<file path="src/rtl/core/ita_pkg.sv">
package ita_pkg;

	localparam int MAX_FIELD_WIDTH_DEF = 32;

	// digit store: 32-bit octal is the longest case at 11 digits
	localparam int DIG_MAX    = 12;
	localparam int DIG_CNT_W  = 4;
	localparam int TEXT_LEN_W = 4;

	localparam logic [1:0] BASE_OCT = 2'd0;
	localparam logic [1:0] BASE_DEC = 2'd1;
	localparam logic [1:0] BASE_HEX = 2'd2;

	localparam int FLAG_LEFT    = 0;
	localparam int FLAG_SIGN    = 1;
	localparam int FLAG_SPACE   = 2;
	localparam int FLAG_PREFIX  = 3;
	localparam int FLAG_ZERO    = 4;
	localparam int FLAG_SIGNINT = 5;

	// x / 10 == (x * 0xCCCCCCCD) >> 35 for every 32-bit x
	localparam logic [31:0] DEC_RECIP = 32'hCCCC_CCCD;
	localparam int          DEC_SHIFT = 35;

	localparam logic [7:0] CH_ZERO  = 8'h30;
	localparam logic [7:0] CH_SPACE = 8'h20;
	localparam logic [7:0] CH_PLUS  = 8'h2B;
	localparam logic [7:0] CH_MINUS = 8'h2D;
	localparam logic [7:0] CH_X     = 8'h78;
	localparam logic [7:0] CH_A_OFS = 8'h57;	// 'a' - 10

	typedef struct packed {
		logic        start;
		logic [1:0]  base_sel;
		logic [31:0] operand;
	} du_req_t;

	typedef struct packed {
		logic        done;
		logic [3:0]  digit;
		logic [31:0] quot;
	} du_rsp_t;

	function automatic logic [7:0] digit_char(input logic [3:0] d);
		logic [7:0] c;
		if (d < 4'd10) begin
			c = CH_ZERO + {4'h0, d};
		end else begin
			c = CH_A_OFS + {4'h0, d};
		end
		return c;
	endfunction

endpackage

</file>
<file path="src/rtl/core/ita_digit_unit.sv">
module ita_digit_unit (
	input  logic             clk,
	input  logic             arst_n,
	input  ita_pkg::du_req_t req,
	output ita_pkg::du_rsp_t rsp
);
	import ita_pkg::*;

	logic        busy_q;
	logic [1:0]  base_q;
	logic [31:0] op_q;
	logic [63:0] prod_q;

	logic        is_dec;
	logic [31:0] q_dec;
	logic [31:0] q10;
	logic [3:0]  r_dec;

	always_ff @(posedge clk or negedge arst_n) begin
		if (!arst_n) begin
			busy_q <= 1'b0;
		end else begin
			busy_q <= req.start;
		end
	end

	// on a start request: capture operand and reciprocal product
	always_ff @(posedge clk) begin
		if (req.start) begin
			base_q <= req.base_sel;
			op_q   <= req.operand;
			prod_q <= 64'(req.operand) * 64'(DEC_RECIP);
		end
	end

	// from the registered operand and product: quotient, remainder by shift-add
	assign is_dec = (base_q != BASE_OCT) && (base_q != BASE_HEX);
	assign q_dec  = 32'(prod_q[63:DEC_SHIFT]);
	assign q10    = (q_dec << 3) + (q_dec << 1);
	assign r_dec  = op_q[3:0] - q10[3:0];

	always_comb begin
		rsp.done = busy_q;
		case (base_q)
			BASE_OCT: begin
				rsp.digit = {1'b0, op_q[2:0]};
				rsp.quot  = op_q >> 3;
			end
			BASE_HEX: begin
				rsp.digit = op_q[3:0];
				rsp.quot  = op_q >> 4;
			end
			default: begin
				rsp.digit = r_dec;
				rsp.quot  = q_dec;
			end
		endcase
	end

	a_dec_digit_range: assert property (@(posedge clk) disable iff (!arst_n)
		(busy_q && is_dec) |-> (r_dec < 4'd10))
		else $error("decimal digit out of range");

	a_dec_exact: assert property (@(posedge clk) disable iff (!arst_n)
		(busy_q && is_dec) |-> ((q10 + 32'(r_dec)) == op_q))
		else $error("decimal quotient and remainder do not rebuild operand");

endmodule

</file>
<file path="src/rtl/core/integer_to_ascii_formatter.sv">
// Integer to ASCII field formatter.
// Input channel (in_valid / in_stall): one item carries value, field_width,
// base_select (0 octal, 1 decimal, 2 hex, 3 as decimal) and style_flags
// (bit0 left, bit1 sign, bit2 space, bit3 prefix, bit4 zero fill,
// bit5 signed int). Output channel (out_valid / out_stall): one character
// per item in out_char, last set on the final character of the field.
// The block works on one item at a time and holds in_stall high from the
// accept until its final character has been loaded into the output register.
// Digits come from one shared digit unit at one per cycle; each quotient is fed
// straight back as the next operand. Characters then leave at one per cycle while
// the output is not stalled; each absent part of the field (leading fill, '0',
// 'x', sign) is passed over in its own state without loading a character.
// The first character is loaded only after the last digit has been produced.
// A stalled output register holds its character; emission simply waits.
// The next item can be accepted while the final character is still stalled.
// Reset (arst_n low) returns to idle and drops out_valid; no item is lost
// other than one in flight at the time of reset.
module integer_to_ascii_formatter #(
	parameter int MAX_FIELD_WIDTH = ita_pkg::MAX_FIELD_WIDTH_DEF
) (
	input  logic        clk,
	input  logic        arst_n,
	input  logic        in_valid,
	output logic        in_stall,
	input  logic [31:0] value,
	input  logic [5:0]  field_width,
	input  logic [1:0]  base_select,
	input  logic [5:0]  style_flags,
	output logic        out_valid,
	input  logic        out_stall,
	output logic [7:0]  out_char,
	output logic        last
);
	import ita_pkg::*;

	localparam int WW = $clog2(MAX_FIELD_WIDTH + 1);

	typedef enum logic [1:0] {S_IDLE, S_CONV, S_EMIT} state_t;
	typedef enum logic [2:0] {P_LPAD, P_PFX0, P_PFXX, P_SIGN, P_DIG, P_RPAD} phase_t;

	state_t               state_q;
	phase_t               phase_q;
	logic [DIG_CNT_W-1:0] ndig_q;
	logic [WW-1:0]        wid_q;
	logic [WW-1:0]        pad_q;
	logic [1:0]           base_q;
	logic                 left_q;
	logic [7:0]           fill_q;
	logic [1:0]           nprefix_q;
	logic                 has_sign_q;
	logic [7:0]           sign_q;
	logic                 out_valid_q;
	logic [7:0]           out_char_q;
	logic                 last_q;
	logic [3:0]           digits_q [DIG_MAX];

	du_req_t du_req;
	du_rsp_t du_rsp;

	logic                  accept;
	logic                  is_dec;
	logic [31:0]           num_in;
	logic                  has_sign_in;
	logic [7:0]            sign_in;
	logic [1:0]            nprefix_in;
	logic [WW-1:0]         wid_in;
	logic                  conv_done;
	logic                  conv_more;
	logic [TEXT_LEN_W-1:0] text_len;
	logic [WW-1:0]         pad_new;
	logic                  out_free;
	logic [3:0]            dig_rd;
	logic                  emit;

	assign in_stall = (state_q != S_IDLE);
	assign accept   = in_valid && !in_stall;
	assign is_dec   = (base_select != BASE_OCT) && (base_select != BASE_HEX);

	always_comb begin
		num_in      = value;
		has_sign_in = 1'b0;
		sign_in     = CH_SPACE;
		if (style_flags[FLAG_SIGN] && is_dec) begin
			if (value[31]) begin
				has_sign_in = 1'b1;
				sign_in     = CH_MINUS;
				num_in      = 32'd0 - value;
			end else if (!style_flags[FLAG_SIGNINT]) begin
				has_sign_in = 1'b1;
				sign_in     = CH_PLUS;
			end
		end else if (!style_flags[FLAG_SIGN] && !value[31] && is_dec &&
		             style_flags[FLAG_SPACE]) begin
			has_sign_in = 1'b1;
			sign_in     = CH_SPACE;
		end
	end

	always_comb begin
		nprefix_in = 2'd0;
		if (style_flags[FLAG_PREFIX]) begin
			if (base_select == BASE_HEX) begin
				nprefix_in = 2'd2;
			end else if (base_select == BASE_OCT) begin
				nprefix_in = 2'd1;
			end
		end
	end

	always_comb begin
		if ({1'b0, field_width} > 7'(MAX_FIELD_WIDTH)) begin
			wid_in = WW'(MAX_FIELD_WIDTH);
		end else begin
			wid_in = WW'(field_width);
		end
	end

	// keep dividing until the quotient runs out; a zero value still gives one digit
	assign conv_done = (state_q == S_CONV) && du_rsp.done;
	assign conv_more = conv_done && (du_rsp.quot != 32'd0);

	assign du_req.start    = accept || conv_more;
	assign du_req.base_sel = accept ? base_select : base_q;
	assign du_req.operand  = accept ? num_in : du_rsp.quot;

	ita_digit_unit u_digit (
		.clk    (clk),
		.arst_n (arst_n),
		.req    (du_req),
		.rsp    (du_rsp)
	);

	assign text_len = TEXT_LEN_W'(nprefix_q) + TEXT_LEN_W'(has_sign_q) + ndig_q + 4'd1;
	assign pad_new  = (wid_q > WW'(text_len)) ? (wid_q - WW'(text_len)) : '0;

	assign out_free = !out_valid_q || !out_stall;
	assign dig_rd   = digits_q[ndig_q - 4'd1];

	// a character is loaded this cycle
	always_comb begin
		emit = 1'b0;
		if (state_q == S_EMIT && out_free) begin
			unique case (phase_q)
				P_LPAD:  emit = !left_q && (pad_q != '0);
				P_PFX0:  emit = (nprefix_q != 2'd0);
				P_PFXX:  emit = (nprefix_q == 2'd2);
				P_SIGN:  emit = has_sign_q;
				P_DIG:   emit = 1'b1;
				P_RPAD:  emit = 1'b1;
				default: emit = 1'b0;
			endcase
		end
	end

	always_ff @(posedge clk) begin
		if (conv_done) begin
			digits_q[ndig_q] <= du_rsp.digit;
		end
	end

	always_ff @(posedge clk or negedge arst_n) begin
		if (!arst_n) begin
			state_q     <= S_IDLE;
			phase_q     <= P_LPAD;
			ndig_q      <= '0;
			wid_q       <= '0;
			pad_q       <= '0;
			base_q      <= BASE_OCT;
			left_q      <= 1'b0;
			fill_q      <= CH_SPACE;
			nprefix_q   <= 2'd0;
			has_sign_q  <= 1'b0;
			sign_q      <= CH_SPACE;
			out_valid_q <= 1'b0;
			out_char_q  <= CH_SPACE;
			last_q      <= 1'b0;
		end else begin
			out_valid_q <= emit || (out_valid_q && out_stall);
			unique case (state_q)
				S_IDLE: begin
					if (accept) begin
						state_q    <= S_CONV;
						phase_q    <= P_LPAD;
						ndig_q     <= '0;
						wid_q      <= wid_in;
						base_q     <= base_select;
						left_q     <= style_flags[FLAG_LEFT];
						fill_q     <= style_flags[FLAG_ZERO] ? CH_ZERO : CH_SPACE;
						nprefix_q  <= nprefix_in;
						has_sign_q <= has_sign_in;
						sign_q     <= sign_in;
					end
				end
				S_CONV: begin
					if (conv_done) begin
						ndig_q <= ndig_q + 4'd1;
						if (!conv_more) begin
							pad_q   <= pad_new;
							state_q <= S_EMIT;
						end
					end
				end
				S_EMIT: begin
					unique case (phase_q)
						P_LPAD: begin
							if (!left_q && pad_q != '0) begin
								if (out_free) begin
									out_char_q  <= fill_q;
									last_q      <= 1'b0;
									pad_q       <= pad_q - 1'b1;
									if (pad_q == WW'(1)) begin
										phase_q <= P_PFX0;
									end
								end
							end else begin
								phase_q <= P_PFX0;
							end
						end
						P_PFX0: begin
							if (nprefix_q != 2'd0) begin
								if (out_free) begin
									out_char_q  <= CH_ZERO;
									last_q      <= 1'b0;
									phase_q     <= P_PFXX;
								end
							end else begin
								phase_q <= P_PFXX;
							end
						end
						P_PFXX: begin
							if (nprefix_q == 2'd2) begin
								if (out_free) begin
									out_char_q  <= CH_X;
									last_q      <= 1'b0;
									phase_q     <= P_SIGN;
								end
							end else begin
								phase_q <= P_SIGN;
							end
						end
						P_SIGN: begin
							if (has_sign_q) begin
								if (out_free) begin
									out_char_q  <= sign_q;
									last_q      <= 1'b0;
									phase_q     <= P_DIG;
								end
							end else begin
								phase_q <= P_DIG;
							end
						end
						P_DIG: begin
							// digits were stored least significant first
							if (out_free) begin
								out_char_q  <= digit_char(dig_rd);
								last_q      <= (ndig_q == 4'd1) && (pad_q == '0);
								ndig_q      <= ndig_q - 4'd1;
								if (ndig_q == 4'd1) begin
									if (pad_q == '0) begin
										state_q <= S_IDLE;
									end else begin
										phase_q <= P_RPAD;
									end
								end
							end
						end
						P_RPAD: begin
							if (out_free) begin
								out_char_q  <= fill_q;
								last_q      <= (pad_q == WW'(1));
								pad_q       <= pad_q - 1'b1;
								if (pad_q == WW'(1)) begin
									state_q <= S_IDLE;
								end
							end
						end
						default: begin
							state_q <= S_IDLE;
						end
					endcase
				end
				default: begin
					state_q <= S_IDLE;
				end
			endcase
		end
	end

	assign out_valid = out_valid_q;
	assign out_char  = out_char_q;
	assign last      = last_q;

	a_accept_starts_conv: assert property (@(posedge clk) disable iff (!arst_n)
		accept |=> (state_q == S_CONV))
		else $error("accepted item did not start conversion");

	a_digit_count: assert property (@(posedge clk) disable iff (!arst_n)
		(state_q != S_IDLE) |-> (ndig_q < 4'(DIG_MAX)))
		else $error("digit count overflow");

	a_digits_present: assert property (@(posedge clk) disable iff (!arst_n)
		(state_q == S_EMIT && phase_q == P_DIG) |-> (ndig_q != '0))
		else $error("digit phase with no digits left");

	a_trail_pad: assert property (@(posedge clk) disable iff (!arst_n)
		(state_q == S_EMIT && phase_q == P_RPAD) |-> (left_q && pad_q != '0))
		else $error("trailing fill without left flag or count");

endmodule

</file>
<file path="config.mk">
export PLATFORM = sky130hd
export DESIGN_NAME = integer_to_ascii_formatter
export DESIGN_NICKNAME = d
export VERILOG_FILES = /design/src/rtl/core/ita_pkg.sv /design/src/rtl/core/ita_digit_unit.sv /design/src/rtl/core/integer_to_ascii_formatter.sv
export SDC_FILE = /design/constraint.sdc
export NUM_CORES = 1
export LEC_CHECK = 0
export BUFFER_PORTS_ARGS = -buffer_cell sky130_fd_sc_hd__buf_2
export CORE_MARGIN = 4
export CORE_UTILIZATION = 45
export CTS_CLUSTER_SIZE = 16
export DETAILED_ROUTE_END_ITERATION = 8
export PLACE_DENSITY_LB_ADDON = 0.2
export SLEW_MARGIN = 25
export SYNTH_ARGS = -nofsm -noshare
export SYNTH_HDL_FRONTEND = slang
export SYNTH_HIERARCHICAL = 1
export SYNTH_SLANG_ARGS = --single-unit
</file>
<file path="constraint.sdc">
create_clock -name clk -period 10.3 [get_ports clk]
set_input_delay 2.06 -clock clk [delete_from_list [all_inputs] [get_ports clk]]
set_output_delay 2.06 -clock clk [all_outputs]
set_load 0.02 [all_outputs]
</file>
==> results.toml, run 1 <==
[floorplanning]
core-area_um2 = 55520
row_count = 86
start_util = 0.4582
fp.dieArea_um2 = 60400
die_h_um = 245.8
die_w_um = 245.8
ios = 61

[layout]
fill_cells = 5090
layout.area.seq_um2 = 4360
multi_input_area_um2 = 18720
drive_gt1_frac = 0.1818
finalInstanceArea_um2 = 29910
fin_nets = 3700
diodes = 0
syn_to_final_growth_pct = 17.58

[clock_network]
cts_tree = "built"
cts_buffers = 17
htreeDepth = 4
clk_latency_ps = 440
clock_path_buffers = 2
clk_pin_slew_ps = 70
cts_sinks = 152
root_buffer = "clkbuf_16"
ctsHoldBuffers = 0

[routing]
wl_um = 80240
wl_per_cell_um = 21.97
remaining_drc_errors = 0
drt-initial-drc-count = 1226
drtAntennaViolNets = 0
dr_total_vias = 19183
drt_first_pass_iters = 6
viasPerCell = 5.253

[global_routing]
grt_max_degree = 65
grt_overflow = 0
grt_pass1_wl_um = 124000
antenna_found_initial = 1
gr-usage-all-layers = 0.2734
grt_pass1_vias = 20403

[setup_path]
crit_family = "adder cells"
r2r_cells = 27
r2r_end = "u_digit/prod_q[61]"
worstSetupPathType = "in -> reg"
end_kind = "flop"
cp.required_ps = 10480
start_kind = "input port"
r2r_start = "u_digit/base_q[0]"
cp_slowest_stage_delay_ps = 620
critPathBufInv = 8
reg2reg_slack_ps = 1740
crit_slowest_cell = "fa_1"
crit_fanout = 4
worstPathArrival_ps = 10260

[place]
placed_area_um2 = 29120
dp_slack_ps = -512.6
port_buffers = 59
dp_hpwl_um = 71530
finalWeightedCongestion = 0.9966

[logic_synthesis]
synth_common_cells = "598 x inv_1, 389 x fa_1, 370 x ha_1"
async_flop_share = 0.2697
yosysWarnings = 6
netlist_top_cells_area = "fa_1 31%, ha_1 18%, edfxtp_1 13%"
synth.distinct_cells = 92
synth_top_area_cell = "fa_1"
syn_area_per_cell_um2 = 10.15
ys_ff_latch = 152
syn_inst = 2505
ys.flop_type = "edfxtp_1"
ys_seq_area_frac = 0.1714
synth_top_area_share = 0.3061
netlist_area_um2 = 25440
yosysMostFrequentCell = "inv_1"
synth-edff-count = 111

[sta]
setup_ws_ps = 213.0
clock_skew_ps = 14.70
drv_slew = 0
worstMarginPinSlew_ps = 978.9
hold_viol_final = 0
rsz0062_at_grt = "true"
setup_viol = 0
min_period_over_period = 0.9793
max-slew-margin-rel = 0.3474
fmax_mhz = 99.14
min_period_ps = 10090

[hold_path]
hold_end = "base_q[0]"
hold_class = "reg -> reg"
hold_start = "base_q[0]"
hold_depth = 2

[job]
max-cap-violations = 0

[outcome]
outcome = "completed"
logic make-up (layout without fill, tap and decap cells):
kind of cell / Yosys count / count (layout) / share of synthesized area
fa+ha+maj: 760 / 760 / 0.4885
buf+inv: 658 / 1055 / 0.1002
simple gates: 380 / 380 / 0.07594
compound gates: 371 / 371 / 0.09149
flops: 152 / 152 / 0.1714
xor+xnor: 115 / 115 / 0.04033
mux: 67 / 67 / 0.03182
other cells: 2 / 4 / 0.0002952
repair_timing:
action,in CTS,in global routing
pin swaps,0,5
endpoints found under the setup margin,5,25
setup buffers,0,1
gates resized for setup,3,34
worst max-delay path by stage:
| stage | cells after the start | startpoint | endpoint |
|---|---|---|---|
| after floorplan | 27 | value[4] | u_digit/prod_q[61] |
| after global placement | 33 | value[8] | u_digit/prod_q[56] |
| after detailed placement | 32 | value[8] | u_digit/prod_q[63] |
| after CTS | 27 | value[16] | u_digit/prod_q[61] |
| after global routing | 34 | value[16] | u_digit/prod_q[61] |
| final | 31 | value[8] | u_digit/prod_q[61] |
placed cells by master, fill, tap and decap left out, types with 13 or more instances in the layout:
cell type    n
ha_1       367
dfrtp_1     40
xnor2_1     46
nor2b_1     13
buf_2       58
nand2_1    141
nand4_1     19
inv_1      598
nor4_1      15
nor3_1      14
fa_1       388
o21ai_0     87
edfxtp_1   111
clkbuf_16   17
xor2_1      68
o31ai_1     13
a21oi_1     77
nand2b_1    14
buf_4      366
a21o_1      43
mux2i_1     50
and2_1      22
nor2_1      51
o21ai_1     39
nand3_1     30
area by class of cell:
class                      instances  share of cell area
timing repair buffer             424              0.1016
clock buffer                      18             0.01435
tap                              748             0.03129
sequential                       152              0.1458
inverter                         599             0.07517
multi-input combinational       1697              0.6259
clock inverter                    14            0.005940
registers in the layout, indices dropped and copies added, names as in the netlist, 3 cells and up:
name            flops
digits_q           48
ndig_q              4
out_char            7
pad_q               6
phase_q             3
sign_q              3
u_digit/op_q       32
u_digit/prod_q     29
wid_q               6
metrics by stage:
| stage | util | setup TNS [ps] | hold slack (ps) | instances |
|---|---|---|---|---|
| final | 0.5387 | 0 | 477.8 | 3652 |
| after CTS | 0.5355 | 0 | 479.9 | 3650 |
| after floorplan | - | 0 | 438.7 | 2507 |
| after global routing | 0.5387 | -121.2 | 516.0 | 3652 |
| after global placement | 0.5244 | -6594 | 455.2 | 3618 |
| after detailed placement | 0.5244 | -8072 | 463.5 | 3618 |
routing by layer:
layer	wire length [um]	vias up	global-route usage
met3	4419	59	0.03718
met1	37080	9689	0.3975
met2	37520	504	0.4450
met4	1228	0	0.04856
met5	0	-	0
li1	-	8931	-
tightest hold or removal path: cells and delay by family, from the launching register on:
| family | cells | cell delay [ps] |
|---|---|---|
| and+or+nand+nor | 2 | 120 |
| DFF | 1 | 330 |
Power of run 1 is left out: the tool's default activity adds up to more than one toggle a clock period on the data nets, which glitch-free logic cannot reach.
==> run 2, diff against run 1 <==
- ABC_AREA: unset -> 1
- CTS_CLUSTER_DIAMETER: unset -> 30
==> results.toml, run 2 <==
[setup_path]
end_kind = "flop"
crit_slowest_cell = "ha_1"
crit_top_cell = "inv_1"
cp_slowest_stage_delay_ps = 530
crit_fanout = 9
cp.required_ps = 10550
start_kind = "input port"
reg2reg_slack_ps = 1880
worstSetupPathType = "in -> reg"
critPathBufInv = 9
crit_family = "adder cells"
worstPathArrival_ps = 9690

[global_routing]
antenna_found_initial = 1
grt_pass1_wl_um = 134600
gr-usage-all-layers = 0.2785
grt_overflow = 0
grt_max_degree = 65
grt_pass1_vias = 22393

[routing]
drtAntennaViolNets = 0
drt_first_pass_iters = 7
dr_total_vias = 21728
wl_um = 87490
wl_per_cell_um = 20.73
viasPerCell = 5.149
drt-initial-drc-count = 1729
remaining_drc_errors = 0

[hold_path]
hold_class = "reg -> reg"

[floorplanning]
row_count = 90
die_w_um = 255.2
fp.dieArea_um2 = 65150
core-area_um2 = 60470
ios = 61
start_util = 0.4549
die_h_um = 255.2

[layout]
diodes = 0
layout_commonest_cell = "inv_1"
fill_cells = 5930
top_regs = "digits_q (48), u_digit/op_q (32), u_digit/prod_q (29)"
largest-register = "digits_q"
drive_gt1_frac = 0.07679
syn_to_final_growth_pct = 7.737
finalInstanceArea_um2 = 29640
largest_register_ffs = 48
final_cell_mix = "832 x inv_1, 686 x nand2_1, 389 x fa_1"
fin_nets = 4234

[clock_network]
clock_path_buffers = 2
cts_sinks = 152
ctsHoldBuffers = 0
cts_buffers = 17
cts_tree = "built"
post_cts_buffers = 0
root_buffer = "clkbuf_16"
clk_pin_slew_ps = 80
post_cts_resized = 0
htreeDepth = 4
clk_latency_ps = 490

[logic_synthesis]
synth_common_cells = "832 x inv_1, 688 x nand2_1, 389 x fa_1"
yosysWarnings = 6
syn_area_per_cell_um2 = 8.273
async_flop_share = 0.2697
synth_top_area_cell = "fa_1"
yosysMostFrequentCell = "inv_1"
ys.flop_type = "edfxtp_1"
synth.distinct_cells = 63
netlist_area_um2 = 27510
synth-edff-count = 111
netlist_top_cells_area = "fa_1 28%, ha_1 17%, edfxtp_1 12%"
ys_seq_area_frac = 0.1585
syn_inst = 3325
synth_top_area_share = 0.2831
ys_ff_latch = 152

[place]
port_buffers = 59
dp_hpwl_um = 77210
placed_area_um2 = 29040
finalWeightedCongestion = 1.016

[sta]
min_period_over_period = 0.9160
max-slew-margin-rel = 0.3257
hold_slack_ps = 479.2
clock_skew_ps = 23.47
rsz0062_at_grt = "false"
setup_viol = 0
min_period_ps = 9435
drv_slew = 0
fmax_mhz = 106.0
worstMarginPinSlew_ps = 1011
hold_viol_final = 0
setup_tns_ps = 0

[outcome]
outcome = "completed"

[job]
max-cap-violations = 0
[run 2: cell types whose count changed after synthesis, sizes merged, moves of 38 or more]
| cell | previous run | this run |
|---|---|---|
| nor2 | 54 | 206 |
| a21o | 46 | 8 |
| mux2i | 53 | 0 |
| inv | 599 | 852 |
| nand2 | 142 | 701 |
| nand3 | 30 | 168 |
[run 2: worst min-delay path, stage by stage, from the launching register on]
cell and delay, ps:
dfrtp_1 350, nand2_1 50, nand2_1 50
[run 2: stage by stage]
step                cells  utilization  worst slack (ps)
CTS                  4220       0.4899             923.8
detailed placement   4188       0.4803             437.3
global placement     4188       0.4803             439.7
global route         4220       0.4901             375.1
floorplan            3327            -              1250
finish               4220       0.4901             864.9
[run 2: final timing paths]
| kind | from | endpoint | cells after the start |
|---|---|---|---|
| max | value[0] | u_digit/prod_q[49] | 36 |
| min | out_char[0] | out_char[0] | 2 |
| max reg2reg | state_q[0] | u_digit/prod_q[49] | 28 |
| min reg2reg | out_char[0] | out_char[0] | 2 |
| max in group asynchronous | arst_n | ndig_q[0] | 1 |
| min in group asynchronous | arst_n | pad_q[3] | 1 |
[run 2: final cells by class]
cell class	instances	area, um2	area share
inverters	853	3212	0.1084
multi-input cells	2277	19710	0.6649
flip-flops and latches	152	4360	0.1471
clock buffers	17	425.4	0.01435
well taps	782	978.4	0.03301
clock inverters	15	157.7	0.005319
repair buffers	124	798.3	0.02693
[run 2: layer usage]
layer,up-vias,track usage,share of wire
li1,10399,-,-
met1,10408,0.3864,0.44
met2,766,0.4242,0.43
met3,153,0.08272,0.10
met4,2,0.08465,0.032
met5,-,0,0.00013
[run 2: cell families after synthesis]
family / count (synthesis) / share of synthesized area
fa+ha+maj: 759 / 0.4514
simple gates: 1167 / 0.1842
compound gates: 269 / 0.05426
other cells: 2 / 0.0002730
buf+inv: 898 / 0.1260
xor+xnor: 78 / 0.02538
flops: 152 / 0.1585
Power of run 2 is left out for the same reason.
